`src/design/positional_list_store_macros.svh`:
```
// Assertion helpers for the positional list store.
// Each macro takes a label, an antecedent and a consequent; clk and arst_n
// are taken from the module that uses it.
`ifndef POSITIONAL_LIST_STORE_MACROS_SVH
`define POSITIONAL_LIST_STORE_MACROS_SVH

// same-cycle implication
`define PLS_ASSERT_NOW(label, ante, cons) \
	label: assert property (@(posedge clk) disable iff (!arst_n) (ante) |-> (cons)) \
		else $error("pls: check failed");

// next-cycle implication
`define PLS_ASSERT_NEXT(label, ante, cons) \
	label: assert property (@(posedge clk) disable iff (!arst_n) (ante) |=> (cons)) \
		else $error("pls: check failed");

`endif

```
`src/design/pls_pkg.sv`:
```
package pls_pkg;

	localparam int CAPACITY = 64;
	localparam int IDX_W    = $clog2(CAPACITY);
	localparam int CNT_W    = $clog2(CAPACITY + 1);
	localparam int POS_W    = $clog2(CAPACITY + 1);
	localparam int CMP_W    = (CNT_W > POS_W) ? CNT_W : POS_W;
	localparam int DATA_W   = 32;

	typedef enum logic [2:0] {
		OP_INS_FRONT = 3'd0,
		OP_INS_BACK  = 3'd1,
		OP_INS_AT    = 3'd2,
		OP_REM_FRONT = 3'd3,
		OP_REM_BACK  = 3'd4,
		OP_REM_AT    = 3'd5,
		OP_READ_AT   = 3'd6
	} pls_op_t;

	typedef enum logic [1:0] {
		ST_OK     = 2'd0,
		ST_FULL   = 2'd1,
		ST_EMPTY  = 2'd2,
		ST_BADPOS = 2'd3
	} pls_status_t;

	typedef struct packed {
		pls_op_t                  op;
		logic [POS_W-1:0]         position;
		logic signed [DATA_W-1:0] value_in;
	} pls_req_t;

	typedef struct packed {
		logic signed [DATA_W-1:0] value_out;
		pls_status_t              status;
		logic [CNT_W-1:0]         count_after;
		logic                     is_empty;
	} pls_rsp_t;

	// broadcast to every cell
	typedef struct packed {
		logic             ins;
		logic             rem;
		logic [IDX_W-1:0] at;
	} pls_cell_cmd_t;

	// decode result for the current item
	typedef struct packed {
		pls_status_t      status;
		logic             take;
		logic [CNT_W-1:0] next_count;
	} pls_ctrl_t;

endpackage

```
`src/design/pls_cell.sv`:
```
module pls_cell import pls_pkg::*; (
	input  logic                     clk,
	input  logic [IDX_W-1:0]         idx,
	input  pls_cell_cmd_t            cmd,
	input  logic signed [DATA_W-1:0] value_in,
	input  logic signed [DATA_W-1:0] left_val,
	input  logic signed [DATA_W-1:0] right_val,
	output logic signed [DATA_W-1:0] val,
	output logic signed [DATA_W-1:0] tap
);

	logic signed [DATA_W-1:0] val_q;
	logic signed [DATA_W-1:0] val_d;

	always_comb begin
		val_d = val_q;
		if (cmd.ins) begin
			if (idx == cmd.at)
				val_d = value_in;
			else if (idx > cmd.at)
				val_d = left_val;
		end else if (cmd.rem) begin
			if (idx >= cmd.at)
				val_d = right_val;
		end
	end

	always_ff @(posedge clk) begin
		val_q <= val_d;
	end

	assign val = val_q;
	// masked so the top can OR all taps together
	assign tap = (idx == cmd.at) ? val_q : '0;

endmodule

```
`config.mk`:
```
export PLATFORM = sky130hd
export DESIGN_NAME = pls_cell
export DESIGN_NICKNAME = d
export VERILOG_FILES = /design/src/design/positional_list_store_macros.svh /design/src/design/pls_pkg.sv /design/src/design/pls_cell.sv
export SDC_FILE = /design/constraint.sdc
export NUM_CORES = 1
export LEC_CHECK = 0
export BUFFER_PORTS_ARGS = -buffer_cell sky130_fd_sc_hd__buf_4
export CORE_ASPECT_RATIO = 0.6
export CORE_MARGIN = 4
export CORE_UTILIZATION = 36
export CTS_CLUSTER_DIAMETER = 120
export CTS_CLUSTER_SIZE = 28
export DETAILED_ROUTE_END_ITERATION = 16
export PLACE_DENSITY = 0.84
export REMOVE_ABC_BUFFERS = 1
export SYNTH_ARGS = -nofsm -noshare
export SYNTH_HDL_FRONTEND = slang
export SYNTH_SLANG_ARGS = --single-unit
export TNS_END_PERCENT = 5
```
`constraint.sdc`:
```
create_clock -name clk -period 8.9 [get_ports clk]
set_input_delay 0.89 -clock clk [delete_from_list [all_inputs] [get_ports clk]]
set_output_delay 0.89 -clock clk [all_outputs]
set_load 0.03 [all_outputs]
```
* Word level (Yosys, flattened, before mapping) *
Cells that the tools add are included.

storage, ports and cells
  word-level logic and storage cells = 14
  bits in registers = 32

cells by class
  multiplexer cells = 6
  reductions and logical operators = 3
  magnitude comparators = 2
  equal/unequal tests = 2

operators with widths
  operator              count
  $mux W32              6
  $eq A6 B6 Y1          1
  $ge A6 B6 Y1          1
  $gt A6 B6 Y1          1
  $reduce_bool A2 Y1    2
  $ne A3 B1 Y1 const B  1
  $reduce_and A3 Y1     1

* Depth between registers and ports, before layout *
  depth after elaboration = 4
  gate-level depth with buffers = 7
  gate-level depth less buffers = 5

* Least setup slack after synthesis *
OpenSTA, ideal clock, no wires.

  path kind = input -> register
  start = in cmd[5] in the netlist's numbering
  end = reg val_q[0], in the netlist val[0] (enable)
  stages on the path = 6
  buffers on the path = 1
  path slack = 4,999 ps
  data arrival time = 3,461 ps
  cells stage by stage = inv_1 -> ha_1 -> and4_1 -> buf_6 -> o21ai_0 -> a41oi_1

on the way
  cells in the longest elaborated chain, start to end = 3

RTL lines
  what                                                                 line            RTL
  from (decl)                                                          pls_cell.sv:4   input pls_cell_cmd_t cmd,
  $gt A6 B6 Y1, or another cell as far along                           pls_cell.sv:20  else if (idx > cmd.at)
  $ne A3 B1 Y1 (no line) / $reduce_bool A2 Y1 (equally long branches)  n/a
  $reduce_and A3 Y1 (no line) *                                        n/a
  to (signal assigned)                                                 pls_cell.sv:29  val_q <= val_d;
  to (decl)                                                            pls_cell.sv:12  logic signed [DATA_W-1:0] val_q;

Mark *: on every way between the ends. The rest lies on a longest branch, timed or not.
A chain may end at the register's enable or synchronous reset.

* Final worst setup path *
  start = in idx[1]
  end = out tap[2]

on the way
  cells in the longest elaborated chain, start to end = 2

RTL lines
  what          line            RTL
  from (decl)   pls_cell.sv:3   input logic [IDX_W-1:0] idx,
  $eq A6 B6 Y1  pls_cell.sv:34  assign tap = (idx == cmd.at) ? val_q : '0;
  $mux W32      pls_cell.sv:34
  to (decl)     pls_cell.sv:9   output logic signed [DATA_W-1:0] tap

Every way passes these cells.

==> results.cfg <==
[status]
status = completed

[drt]
route.final.wire_length_um = 7650
drtIter0Drc = 141
wl_per_cell_um = 15.8
vias = 2560
remaining_drc_errors = 0
first_pass_iters = 4
avgViaCountPerCell = 5.28
detail-route-antenna-nets = 0

[yosys]
synth-simple-area-share_pct = 25.4
synth.top_cell.area_share_pct = 42.6
yosysUniqueCellTypes = 24
synth_top_area_cell = edfxtp_1
synthesis.area_um2 = 2250
synth_top_family_by_area = simple AND/OR/NAND/NOR gates
synthXorXnorAreaFrac_pct = 0
yosysWarningCount = 0
synth_compound_area_share_pct = 17.2
synthTopCellsByArea = edfxtp_1 43%, nand4_1 9.2%, a31oi_1 8.9%, and2_1 8.9%, o21ai_0 5.6%
ys_seq_area_share_pct = 42.6
synth_mux_area_share_pct = 0
ys_ff_latch = 32
synth_area_per_cell_um2 = 9.24
syn_inst = 244
synthAdderAreaFrac_pct = 3.33

[setup_path]
crit_type = primary input to primary output
cp_max_fo = 35
cp.arrival_ps = 3290
endpoint_kind = primary output
crit_chain = buf_4 > ha_1 > buf_4 > nand2_4 > nor2_2 > and2_1 > buf_4
cp_common_cell = buf_4
required_ps = 8010
cpPeakStageDelay_ps = 900
cp-start-kind = primary input
critPathSlowestCell = nor2_2

[sta]
slew_violations = 0
setup_viol = 0
rsz0062_at_grt = no
fmax_mhz = 239
slew_headroom_pct = 20.0
tns_ps = 0
finalHoldViolCount = 0
finalCritPeriodShare_pct = 47.0
worst_pin_slew_ps = 1200
period_minus_slack_ps = 4180

[global_route]
antenna_found_initial = 0
grt_pass1_vias = 2424
track_usage_pct = 19.1
use_met3_pct = 5.77
grtUsageMet1_pct = 24.2
grt_pass1_wl_um = 11700
grt.busiest_layer = met2
grt-ovfl-total = 0
grt_use_met2_pct = 31.3
grt_max_degree = 66

[cells_and_area]
antenna_cells = 0
final_area_um2 = 3580
nFillCells = 539
layout_commonest_cell = buf_4
final_cell_mix = 177 x buf_4, 33 x nand4_1, 33 x nor2_1
area.growth.synth_to_final_pct = 58.8
regArea_um2 = 961
final_core_util_pct = 58.8
multi_input_area_um2 = 1050
nets = 517
drive_above_1_share_pct = 46.6
largest_reg_flops = 32

[clock_network]
cts_tree = yes
root_buffer = clkbuf_8
htree_levels = 2
post_cts_resized = 0
cts_hold_buf = 0
postCtsSetupRepairBufs = 0
cts_buffers = 5
clk_pin_slew_worst_paths_ps = 70
cts_sinks = 32
clock_path_buffers = 2

[floorplan]
die-width_um = 110
rows = 22
num_io_pins = 175
die_area_um2 = 7630
coreArea_um2 = 6080
start_util_pct = 37.0
fp.dieH_um = 69.3

[power]
leakagePower_nw = 1.58
peakVddDrop_mv = 0.0875
powerDensity_nw_per_um2 = 147

[placed_design]
dp_hpwl_um = 5500
io_buffers = 174
place_area_um2 = 3470
gp_congestion = 0.753

[run]
cap_violations = 0

[min_path]
hold_path_class = primary input to register
worst max-delay path: cells and delay by family:
family | cells | cell delay, ps
fa+ha+maj | 1 | 260
buf+inv | 3 | 630
simple gates | 3 | 1480
synthesized netlist by cell type:
library cell	count
clkbuf_1	10
a21o_1	1
and2_1	32
buf_1	1
a21oi_1	1
nand4_1	33
inv_1	6
ha_1	6
edfxtp_1	32
nor2_2	1
nand3_1	2
nor2b_1	1
and4_1	1
a41oi_1	1
buf_12	3
o21ai_0	25
buf_6	6
nand2_4	1
o21ai_1	8
buf_2	1
clkbuf_8	3
clkbuf_2	4
nor2_1	33
a31oi_1	32
kinds of logic after synthesis:
logic type / Yosys count
AO/OA/AOI/OAI: 68
adder cells (fa/ha/maj): 6
buffers and inverters: 34
flip-flops: 32
AND/OR/NAND/NOR: 104
power by group:
group	total (mW)	internal [mW]	switching (mW)
Clock	0.134	0.0830	0.0506
Sequential	0.208	0.196	0.0121
Combinational	0.183	0.0747	0.108
layout make-up:
class | instances | share of cell area, %
clock inverters | 2 | 0.979
flip-flops and latches | 32 | 26.9
well taps | 84 | 2.94
clock buffers | 6 | 2.03
multi-input cells | 178 | 29.4
inverters | 6 | 0.629
repair buffers | 177 | 37.1
metrics by stage:
step           hold slack, ps  setup slack (ps)  power, mW  std cells
5_1_grt                   954              4520      0.552        485
6_report                  961              4720      0.524        485
3_5_place_dp             1240              4690      0.394        477
2_1_floorplan            1100              4490      0.298        216
4_1_cts                   945              4780      0.529        485
3_3_place_gp             1230              4780      0.390        477
routing by layer:
metal	routed length, µm	up-vias
met5	0	-
met4	114	0
met3	873	12
met2	3630	141
met1	3030	1187
li1	-	1220
path summary, 6_finish.rpt:
kind | from | end | depth (start not counted)
max | idx[1] | tap[2] | 7
min | right_val[2] | val[2] | 3
Note: power is estimated with default switching activity, not from simulation.
