===== config.mk =====
export PLATFORM = sky130hd
export DESIGN_NAME = pls_ctrl
export DESIGN_NICKNAME = d
export VERILOG_FILES = /design/src/design/positional_list_store_macros.svh /design/src/design/pls_pkg.sv /design/src/design/pls_ctrl.sv
export SDC_FILE = /design/constraint.sdc
export NUM_CORES = 1
export LEC_CHECK = 0
export BUFFER_PORTS_ARGS = -buffer_cell sky130_fd_sc_hd__buf_2
export CORE_ASPECT_RATIO = 0.6
export CORE_MARGIN = 2
export CORE_UTILIZATION = 29
export DETAILED_ROUTE_END_ITERATION = 8
export SYNTH_ARGS = -nofsm -noshare
export SYNTH_HDL_FRONTEND = slang
export SYNTH_SLANG_ARGS = --single-unit
export TNS_END_PERCENT = 10

===== constraint.sdc =====
create_clock -name vclk -period 3.89
set_input_delay 0.778 -clock vclk [all_inputs]
set_output_delay 0.778 -clock vclk [all_outputs]
set_load 0.02 [all_outputs]

===== src/design/positional_list_store_macros.svh =====
// Assertion helpers for the positional list store.
// Each macro takes a label, an antecedent and a consequent; clk and arst_n
// are taken from the module that uses it.
`ifndef POSITIONAL_LIST_STORE_MACROS_SVH
`define POSITIONAL_LIST_STORE_MACROS_SVH

// same-cycle implication
`define PLS_ASSERT_NOW(label, ante, cons) \
	label: assert property (@(posedge clk) disable iff (!arst_n) (ante) |-> (cons)) \
		else $error("pls: check failed");

// next-cycle implication
`define PLS_ASSERT_NEXT(label, ante, cons) \
	label: assert property (@(posedge clk) disable iff (!arst_n) (ante) |=> (cons)) \
		else $error("pls: check failed");

`endif


===== src/design/pls_pkg.sv =====
package pls_pkg;

	localparam int CAPACITY = 64;
	localparam int IDX_W    = $clog2(CAPACITY);
	localparam int CNT_W    = $clog2(CAPACITY + 1);
	localparam int POS_W    = $clog2(CAPACITY + 1);
	localparam int CMP_W    = (CNT_W > POS_W) ? CNT_W : POS_W;
	localparam int DATA_W   = 32;

	typedef enum logic [2:0] {
		OP_INS_FRONT = 3'd0,
		OP_INS_BACK  = 3'd1,
		OP_INS_AT    = 3'd2,
		OP_REM_FRONT = 3'd3,
		OP_REM_BACK  = 3'd4,
		OP_REM_AT    = 3'd5,
		OP_READ_AT   = 3'd6
	} pls_op_t;

	typedef enum logic [1:0] {
		ST_OK     = 2'd0,
		ST_FULL   = 2'd1,
		ST_EMPTY  = 2'd2,
		ST_BADPOS = 2'd3
	} pls_status_t;

	typedef struct packed {
		pls_op_t                  op;
		logic [POS_W-1:0]         position;
		logic signed [DATA_W-1:0] value_in;
	} pls_req_t;

	typedef struct packed {
		logic signed [DATA_W-1:0] value_out;
		pls_status_t              status;
		logic [CNT_W-1:0]         count_after;
		logic                     is_empty;
	} pls_rsp_t;

	// broadcast to every cell
	typedef struct packed {
		logic             ins;
		logic             rem;
		logic [IDX_W-1:0] at;
	} pls_cell_cmd_t;

	// decode result for the current item
	typedef struct packed {
		pls_status_t      status;
		logic             take;
		logic [CNT_W-1:0] next_count;
	} pls_ctrl_t;

endpackage


===== src/design/pls_ctrl.sv =====
module pls_ctrl import pls_pkg::*; (
	input  logic             active,
	input  pls_req_t         req,
	input  logic [CNT_W-1:0] count,
	output pls_cell_cmd_t    cell_cmd,
	output pls_ctrl_t        ctrl
);

	logic [CMP_W-1:0] cnt_w;
	logic [CMP_W-1:0] pos_w;
	logic [CMP_W-1:0] at_w;
	logic             is_ins;
	logic             is_rem;
	logic             is_read;

	always_comb begin
		cnt_w   = CMP_W'(count);
		pos_w   = CMP_W'(req.position);
		at_w    = '0;
		is_ins  = 1'b0;
		is_rem  = 1'b0;
		is_read = 1'b0;
		case (req.op)
			OP_INS_FRONT: begin is_ins = 1'b1; at_w = '0; end
			OP_INS_BACK:  begin is_ins = 1'b1; at_w = cnt_w; end
			OP_INS_AT:    begin is_ins = 1'b1; at_w = pos_w; end
			OP_REM_FRONT: begin is_rem = 1'b1; at_w = '0; end
			OP_REM_BACK:  begin is_rem = 1'b1; at_w = cnt_w - CMP_W'(1); end
			OP_REM_AT:    begin is_rem = 1'b1; at_w = pos_w; end
			OP_READ_AT:   begin is_read = 1'b1; at_w = pos_w; end
			default:      begin at_w = '0; end
		endcase

		ctrl.status = ST_OK;
		if (is_ins) begin
			if (at_w > cnt_w)
				ctrl.status = ST_BADPOS;
			else if (cnt_w == CMP_W'(CAPACITY))
				ctrl.status = ST_FULL;
		end else if (is_rem || is_read) begin
			if (cnt_w == '0)
				ctrl.status = ST_EMPTY;
			else if (at_w >= cnt_w)
				ctrl.status = ST_BADPOS;
		end

		ctrl.take       = (is_rem || is_read) && (ctrl.status == ST_OK);
		ctrl.next_count = count;
		if (active && ctrl.status == ST_OK) begin
			if (is_ins)
				ctrl.next_count = count + CNT_W'(1);
			else if (is_rem)
				ctrl.next_count = count - CNT_W'(1);
		end

		// at is below CAPACITY whenever the operation succeeds
		cell_cmd.at  = at_w[IDX_W-1:0];
		cell_cmd.ins = active && is_ins && (ctrl.status == ST_OK);
		cell_cmd.rem = active && is_rem && (ctrl.status == ST_OK);
	end

endmodule


Yosys cells after proc, flatten, opt, wreduce, memory -nomap -nowiden
Index checks and enable logic that the tools add are counted.
Storage, ports and cells
  bits in registers: 0
  input port bits: 50
  output and inout port bits: 18
Cells by class
  add/sub/neg operators: 2
  magnitude comparators: 2
  equal/unequal tests: 7
  multiplexer cells: 13
  reductions and logical operators: 13
Operators by type and width (count)
  $mux 7: 3
  $pmux 7 s3: 1
  $mux 2: 5
  $eq 3x3->1 const B: 3
  $reduce_or 3->1: 3
  $add 7x1->7 const B: 1
  $eq 7x7->1 const B: 1
  $ge 7x7->1: 1
  $gt 7x7->1: 1
  $logic_not 7->1: 1
  $sub 7x1->7 const B: 1
  $eq 3x2->1 const B: 2
  $logic_and 1x1->1: 6
  $mux 1: 4
  $eq 3x1->1 const B: 1
  $logic_not 3->1: 1
  $logic_not 2->1: 1
  $logic_or 1x1->1: 1

Longest topological paths before layout
  depth after elaboration: 11
  gate-level depth with buffers: 14
  depth with buffers taken out: 14

Worst setup path after synthesis
No wires, ideal clock.
  path kind: input to output
  start point: in count[2]
  end point: out ctrl[3] in the netlist's numbering
  arrival time: 3.861 ns
  setup slack: -0.749 ns
  cell stages on the path: 13
  path buffers: 0
  cell sequence: or3_1 nand2b_1 nor2_1 xnor2_1 a21oi_1 o21ai_0 ha_1 nand2_1 o21ai_0 o221ai_1 o211ai_4 o21a_1 a31oi_1
RTL lines
  start, declared: line pls_ctrl.sv:4  | input logic [CNT_W-1:0] count,
  end, declared: line pls_ctrl.sv:6  | output pls_ctrl_t ctrl

==> summary.md <==
| Metric | Value |
|---|---|
| Status | `finished, violations left` |
| Failing checks | `setup timing` |
| Crit Path Max Fanout | `4` |
| Sequential area share after synthesis | `0%` |
| Area leader, netlist | `ha_1` |
| Number of global-route vias before repair | `1210` |
| Vias per std cell | `5.20` |
| Logic pwr share | `100.0%` |
| Area contributors post-synth | `ha_1 (12%), mux2i_1 (8.7%), xnor2_1 (8.6%), a21oi_1 (7.7%), o21ai_0 (7.1%)` |
| Total grt overflow | `0` |
| Routability congestion estimate | `0.840` |
| Netlist Area Pre-Place | `916 sq um` |
| Die height | `47.5 microns` |
| CP arrival | `3.67 ns` |
| Post-Place Cells | `248` |
| Fin crit period | `4.45 ns` |
| Storage element area | `0 sq um` |
| Worst Setup Path Type | `input pin to output pin` |
| F_max | `225 MHz` |
| Clock share of power | `0%` |
| Period utilization | `114%` |
| Commonest cells after routing, fill and taps aside | `buf_4 (49), buf_2 (24), nand2_1 (14)` |
| Synth warn | `0` |
| GRT Util Overall | `18.7%` |
| N_diodes | `0` |
| Clock Buffer Count | `0` |
| Slew Limit Fails | `0` |
| Post-Place Setup Slack | `-0.648 ns` |
| NetSw | `0.000138 W` |
| First-pass GRT wire length | `5.50 mm` |
| Fin Hold WS | `1.96 ns` |
| Unrepaired setup endpoints after global routing | `yes` |
| Initial Util | `31.1%` |
| Crit path required time | `3.11 ns` |
| Die X-Extent | `76.6 microns` |
| Count of cell types in the netlist | `38` |
| DP Area | `1500 sq um` |
| Largest net degree at the start of global routing | `20` |
| Setup violators final | `12` |
| Max Cap Viol | `0` |
| Non-filler cells, final | `257` |
| Int Power | `0.000122 W` |
| IO Pins | `68` |
| Layout area overhead | `82.2%` |
| Slew HR | `59.2%` |
| Row Count | `15` |
| Final layout net count | `276` |
| Initial antenna violation count | `0` |
| Total die area | `3640 sq um` |
| Min-delay worst type | `input pin to output pin` |
| Post-route setup slack | `-0.562 ns` |
| Hold bufs inserted after CTS | `0` |
| Commonest non-fill, non-tap cell in the layout | `buf_4` |
| HPWL Detailed | `2.73 mm` |
| Drt drc | `0` |
| Flip-flop and latch count | `0` |
| Worst slew pin tran | `0.610 ns` |
| Power Density | `156 nW/um^2` |
| Final hold violations | `0` |
| Area fraction of the dominant cell type after synthesis | `12.3%` |
| Switching fraction of total power | `53.1%` |
| Final ANT Viol Nets | `0` |
| Drt pass-1 iters | `4` |
| CP endpoint kind | `output pin` |
| Per-cell routed wire length | `13.7 microns` |
| Worst setup SP type | `input pin` |
| Syn_area_per_cell | `6.54 sq um` |
| Design Area, Final | `1670 sq um` |
| Total routed wirelength | `3.52 mm` |
| Core area | `2950 sq um` |
| Initial detailed-routing violation count | `73` |
| Seq pwr share | `0%` |
| Routed vias | `1337` |
| Layout cells sized above 1 | `54.0%` |
| Post-synth net total | `199` |
| I/O Buffers | `36` |
| Synth Instances | `140` |
| LEAKAGE | `0.796 nW` |
| VDD IR max | `67.4 uV` |
| Overall power | `0.000260 W` |
## cell families (layout without fill, tap and decap cells)
group / after synthesis / in the layout / synth area share (%)
AOI/OAI and AO/OA: 45 / 46 / 32.7
adders and majority gates: 9 / 9 / 12.3
muxes: 9 / 9 / 9.97
xor gates and xnor gates: 11 / 11 / 10.5
buffers and inverters: 15 / 89 / 6.56
and+or+nand+nor: 51 / 51 / 28.0
## metal layers
| metal | up-vias | track usage [%] | part of all wire [%] |
|---|---|---|---|
| met5 | - | 0 | 0 |
| met1 | 608 | 24.5 | 47 |
| met4 | 0 | 6.91 | 1.3 |
| met2 | 53 | 33.8 | 45 |
| met3 | 8 | 1.70 | 6.4 |
| li1 | 668 | - | - |
## power groups by stage
stage / clock network [W] / logic, W / registers, W
finish: 0 / 0.000260 / 0
global route: 0 / 0.000278 / 0
CTS: 0 / 0.000247 / 0
floorplan: 0 / 0.000135 / 0
global placement: 0 / 0.000217 / 0
detailed placement: 0 / 0.000222 / 0
## worst max-delay path, cell delays in order
cell,delay [ns]
buf_8,0.10
buf_6,0.10
or3_4,0.33
nand2b_4,0.16
nor2_4,0.11
xnor2_1,0.08
a21oi_1,0.20
o21ai_2,0.10
ha_1,0.31
nand4_1,0.22
nor2_2,0.09
a211oi_4,0.36
o211ai_2,0.20
o21a_1,0.25
a31oi_4,0.14
buf_6,0.13
## cells in the mapped netlist (3+ instances only)
cell       n
xnor2_1    9
a21oi_1   14
buf_2      3
nor2b_1    4
o21ai_0   13
and3_1     3
a31oi_1    3
ha_1       9
nand2_1   14
inv_1      8
nand3_1    3
mux2i_1    8
nand2b_1   3
nor2_1    14
## cell type report
type                       instances  area, sq um
fill                             281         1280
timing repair buffer              79          559
tap                               42         52.6
inverter                          10         37.5
multi-input combinational        126         1020
## repair_timing
item                                    in CTS  in global routing
cloned                                       1                  0
endpoints found under the hold margin        0                  0
setup buffers                                6                  3
pin swaps                                   14                 18
endpoints found under the setup margin      12                 12
resized for setup                           24                 10
## path summary, 6_finish.rpt
| check | from | end | slack (ns) | depth (start not counted) |
|---|---|---|---|---|
| worst min-delay path | count[1] | ctrl[1] | 1.96 | 4 |
| worst max-delay path | count[0] | ctrl[3] | -0.56 | 16 |
## metrics by stage
step,TNS [ns],utilization (%)
after CTS,-4.72,54.9
after floorplan,-1.62,-
after global placement,-5.07,50.8
after detailed placement,-6.00,50.8
after global routing,-6.65,56.6
final,-5.59,56.6
(Power assumes the default switching activity.)
